$ cat config.mk
export PLATFORM = sky130hd
export DESIGN_NAME = rpvg_ctrl
export DESIGN_NICKNAME = d
export VERILOG_FILES = /design/src/rtl/rpvg_pkg.sv /design/src/rtl/rpvg_ctrl.sv
export SDC_FILE = /design/constraint.sdc
export NUM_CORES = 1
export LEC_CHECK = 0
export BUFFER_PORTS_ARGS = -buffer_cell sky130_fd_sc_hd__clkbuf_2
export CORE_AREA = 2 2 39 41
export CTS_CLUSTER_SIZE = 24
export DETAILED_ROUTE_END_ITERATION = 10
export DIE_AREA = 0 0 41 43
export GPL_TIMING_DRIVEN = 0
export PLACE_DENSITY = 0.43
export SLEW_MARGIN = 20
export SYNTH_ARGS = -nofsm -noshare
export SYNTH_HDL_FRONTEND = slang
export SYNTH_SLANG_ARGS = --single-unit
$ cat constraint.sdc
create_clock -name clock -period 2.8 [get_ports clock]
set_clock_uncertainty 0.05 [all_clocks]
set_input_delay 0 -clock clock [delete_from_list [all_inputs] [get_ports clock]]
set_output_delay 0 -clock clock [all_outputs]
set_load 0.02 [all_outputs]
$ cat src/rtl/rpvg_pkg.sv
// Shared types and constants for the regular polygon vertex generator.
// Holds the controller command and status structs, the state enum and the CORDIC table.
// No dependencies.
`default_nettype none
package rpvg_pkg;
   localparam int MAX_SIDES     = 64;
   localparam int MIN_SIDES     = 3;
   localparam int CORDIC_STAGES = 18;
   localparam int SIDES_W       = 7;
   localparam int INDEX_W       = 6;
   localparam int STAGE_W       = 5;
   localparam int DIV_CNT_W     = 6;
   localparam int DIV_LAST      = 32;

   localparam logic signed [31:0] GAIN_Q30     = 32'sd652032874;
   localparam logic        [31:0] QUARTER_TURN = 32'h4000_0000;
   localparam logic        [31:0] HALF_TURN    = 32'h8000_0000;

   localparam logic [31:0] ATAN_TABLE [32] = '{
      32'd536870912, 32'd316933406, 32'd167458907, 32'd85004756, 32'd42667331,
      32'd21354465, 32'd10680862, 32'd5340245, 32'd2670163, 32'd1335087,
      32'd667544, 32'd333772, 32'd166886, 32'd83443, 32'd41722, 32'd20861,
      32'd10430, 32'd5215, 32'd2608, 32'd1304, 32'd652, 32'd326, 32'd163,
      32'd81, 32'd41, 32'd20, 32'd10, 32'd5, 32'd3, 32'd1, 32'd1, 32'd0
   };

   typedef enum logic [2:0] {
      ST_IDLE,
      ST_DIV,
      ST_ROT_INIT,
      ST_ROT,
      ST_MUL,
      ST_EMIT
   } rpvg_state_type;

   typedef struct packed {
      logic load;
      logic div_step;
      logic rot_init;
      logic rot_step;
      logic mul;
      logic emit;
   } rpvg_cmd_type;

   typedef struct packed {
      logic div_done;
      logic rot_done;
      logic last;
      logic out_free;
   } rpvg_status_type;
endpackage
`default_nettype wire

$ cat src/rtl/rpvg_ctrl.sv
// Controller state machine of the regular polygon vertex generator.
// Depends on rpvg_pkg for the state enum and the command and status structs.
`default_nettype none
module rpvg_ctrl (
   input  wire logic                     clock,
   input  wire logic                     reset,
   input  wire logic                     req_valid,
   output logic                          req_stall,
   input  wire rpvg_pkg::rpvg_status_type status,
   output rpvg_pkg::rpvg_cmd_type        cmd
);
   import rpvg_pkg::*;

   rpvg_state_type state_ff, state_in;

   always_ff @(posedge clock) begin
      if (reset) begin
         state_ff <= ST_IDLE;
      end else begin
         state_ff <= state_in;
      end
   end

   always_comb begin
      state_in  = state_ff;
      cmd       = '0;
      req_stall = reset || (state_ff != ST_IDLE);
      case (state_ff)
         ST_IDLE: begin
            if (req_valid && !reset) begin
               cmd.load = 1'b1;
               state_in = ST_DIV;
            end
         end
         ST_DIV: begin
            cmd.div_step = 1'b1;
            if (status.div_done) state_in = ST_ROT_INIT;
         end
         ST_ROT_INIT: begin
            cmd.rot_init = 1'b1;
            state_in     = ST_ROT;
         end
         ST_ROT: begin
            cmd.rot_step = 1'b1;
            if (status.rot_done) state_in = ST_MUL;
         end
         ST_MUL: begin
            cmd.mul  = 1'b1;
            state_in = ST_EMIT;
         end
         ST_EMIT: begin
            if (status.out_free) begin
               cmd.emit = 1'b1;
               state_in = status.last ? ST_IDLE : ST_ROT_INIT;
            end
         end
         default: begin
            state_in = ST_IDLE;
         end
      endcase
   end
endmodule
`default_nettype wire

=== Word level (Yosys, flattened, before mapping) ===
Index checks and enable logic that the tools add are counted.

* Flip-flop bits (word level): 3
* Output and inout bits: 7

* Reduce and logical (&&, ||, !) cells: 6
* Multiplexer cells: 14
* Equal/unequal tests: 9

{| class="wikitable"
|+ Operator list
! operator !! count
|-
| case mux 3 bit (6 select lines) || 1
|-
| two-way mux 3 bit || 4
|-
| two-way mux 1 bit || 8
|-
| inequality test 2 bit (second input constant) || 4
|-
| == test 3 x 2 -> 1 bit (second input constant) || 2
|-
| == test 3 bit (second input constant) || 2
|-
| AND reduction 4 bit || 1
|-
| == test 3 x 1 -> 1 bit (second input constant) || 1
|-
| zero test 3 bit || 1
|-
| nonzero test 3 bit || 1
|-
| two-way mux 2 bit || 1
|-
| logical AND 1 bit || 1
|-
| zero test 1 bit || 1
|-
| logical OR 1 bit || 1
|}

=== Depth between registers and ports, before layout ===
* Depth after elaboration: 4
* Gate-level depth with buffers: 4
* Depth with buffers taken out: 3

=== Least setup slack after synthesis ===
Ideal clock, no wire load.

* Path kind: register to output
* Start point: reg state_ff[0]
* End point: out cmd[3] in the netlist's numbering
* Setup slack: 1.755 ns
* Stages on the path, launching flop included: 3
* Arrival: 0.995 ns
* Cells stage by stage: dfxtp_1 buf_2 nor3b_1

{| class="wikitable"
|+ RTL lines
! item !! RTL line !! text
|-
| start, declared || rpvg_ctrl.sv:14 || <nowiki>rpvg_state_type state_ff, state_in;</nowiki>
|-
| start signal, assigned || rpvg_ctrl.sv:20 || <nowiki>state_ff <= state_in;</nowiki>
|-
| end, declared || rpvg_ctrl.sv:10 || <nowiki>output rpvg_pkg::rpvg_cmd_type cmd</nowiki>
|}

==> metrics.cfg <==
[run_status]
run_status = finished clean

[clocking]
insertion_delay_ns = 0.24
ctsHoldBuffers = 1
cts_setup_buffers = 0
cts_tree = done
cts_root_buf = clkbuf_4
cts.path.max_buffers = 2
htree_levels = 1
cts_made_buffers = 3
ctsResizeCount = 0
clock-sinks = 3
path_clk_slew_ns = 0.04

[synthesis]
syn_area_per_cell_um2 = 7.55
yosys_warnings = 0
ys_seq_area_share_pct = 25.7
synth_largest_area_cell = dfxtp_1
mappedNetlistNets = 38
ys_ff_latch = 3
synthTopCellsByArea = dfxtp_1, nor2_1, nor3b_2
synth_area_um2 = 234
synth_edf_count = 0
netlist-cell-type-count = 23
yosysTopAreaCellShare_pct = 25.7
ys.flop_type = dfxtp_1
synthCells = 31
synth-async-reset-ratio_pct = 0

[detailed_routing]
dr.first_iter.drc_count = 3
vias = 292
ant_nets = 0
post_drt_wl_per_cell_um = 9.42
top_layer_used = met4
drt-pass1-iter-count = 4
drc = 0
met1Wirelength_um = 249
met2_length_um = 297
wl_met3_um = 37
drt-total-wl_um = 612
viasPerCell = 4.49

[finish]
area.growth.synth_to_final_pct = 51.9
multi_input_area_um2 = 154
largestRegisters = state_ff x3
layout_commonest_cell = clkbuf_2
regMostFlops = state_ff
largest_reg_flops = 3
fill_cells = 167
finalNetCount = 57
regArea_um2 = 60.1
final_cell_mix = clkbuf_2, nor2_1, clkbuf_4, dfxtp_1
drive_gt1_share_pct = 42.9
antennaDiodeCount = 0

[setup_path]
cp-start-kind = flip-flop
critical_path_arrival_ns = 1.23
crit_start = state_ff[0]
reg2reg_from = state_ff[0]
slowest_delay_ns = 0.36
crit_buf_inv = 2
cpMaxStageDelayCell = dfxtp_1
criticalPathCategory = flip-flop to output pin
crit_family = buffers and inverters
critical_path.cell_chain = buf_2 > nor2_1 > and3_1 > clkbuf_2
rrSetupSlack_ns = 1.71
critPathMaxFanout = 10
required_ns = 2.75
worst_setup_path_end_kind = output pin

[sta]
worst_pin_slew_ns = 0.363
hold_viol_final = 0
period_share_pct = 45.7
period_needed_ns = 1.28
setup_tns_ns = 0
rsz0062_at_grt = no
whs_ns = 0.0238
max_clock_freq_mhz = 781
setup_violations = 0
max_slew_margin_pct = 75.2
drv_slew = 0

[grt]
overflow = 0
grt_max_degree = 11
antenna_found_initial = 0
track_usage_pct = 10.1
grt_pass1_wl_um = 1060
grt_pass1_vias = 251

[floorplanning]
die_area_um2 = 1760
rows = 14
die_h_um = 43
initial_core_util_pct = 16.9
coreArea_um2 = 1380
die_x_um = 41
boundaryPins = 14

[power_and_ir_drop]
p_leak_nw = 0.158
power_mw = 0.178
ir_drop_mv = 0.102
powerDensity_nw_per_um2 = 502

[flow_run]
drv_cap = 0

[placement]
io_buffers = 13
dp_hpwl_um = 452
place.gp.congestion = 0.686

[worst_hold_path]
hp-class = input pin to flip-flop
min_from = status[2]

through the flow:
stage	util (%)	instance area [µm²]	setup slack, ns	std cells
2_1_floorplan	-	234	1.75	31
3_3_place_gp	23.1	319	1.72	60
3_5_place_dp	23.1	319	1.71	60
4_1_cts	25.7	355	1.51	65
5_1_grt	25.7	355	1.44	65
6_report	25.7	355	1.52	65
synthesized netlist by cell type (2+ instances only):
cell type  number
nand3_1         2
dfxtp_1         3
nand2_1         2
nor2_1          4
a21oi_1         2
worst register-to-register path: cells and delay by family (launching register included):
family	cells	cell delay, ns
AOI/OAI and AO/OA	1	0.38
DFF	1	0.36
and+or+nand+nor	2	0.16
cells by family after synthesis:
family	share of synthesized area, %
buf+inv	8.55
simple gates	44.9
compound gates	16.6
mux	4.28
flops	25.7
cell type report:
class	instances	share of cell area [%]
Inverter	1	1.06
Tap cell	16	5.63
Buffer	2	4.58
Multi-Input combinational cell	25	43.3
Clock buffer	4	7.39
Sequential cell	3	16.9
Timing Repair Buffer	14	21.1
worst paths after layout:
check                end  depth (start not counted)
max               cmd[5]                          4
min          state_ff[2]                          3
max reg2reg  state_ff[1]                          3
min reg2reg  state_ff[2]                          3
layer usage:
metal | global-route usage [%] | vias up
met5 | 0 | -
met4 | 12.0 | 0
met3 | 6.28 | 4
met2 | 11.9 | 9
met1 | 10.6 | 132
li1 | - | 147
where the power goes:
part	total (mW)	switching, mW	internal [mW]	leakage, nW
Sequential	0.0489	0.00270	0.0462	0.0245
Combinational	0.0507	0.0285	0.0222	0.119
Clock	0.0788	0.0252	0.0536	0.0150
Total	0.178	0.0564	0.122	0.158
No activity file was read; power rests on OpenSTA's default activity.
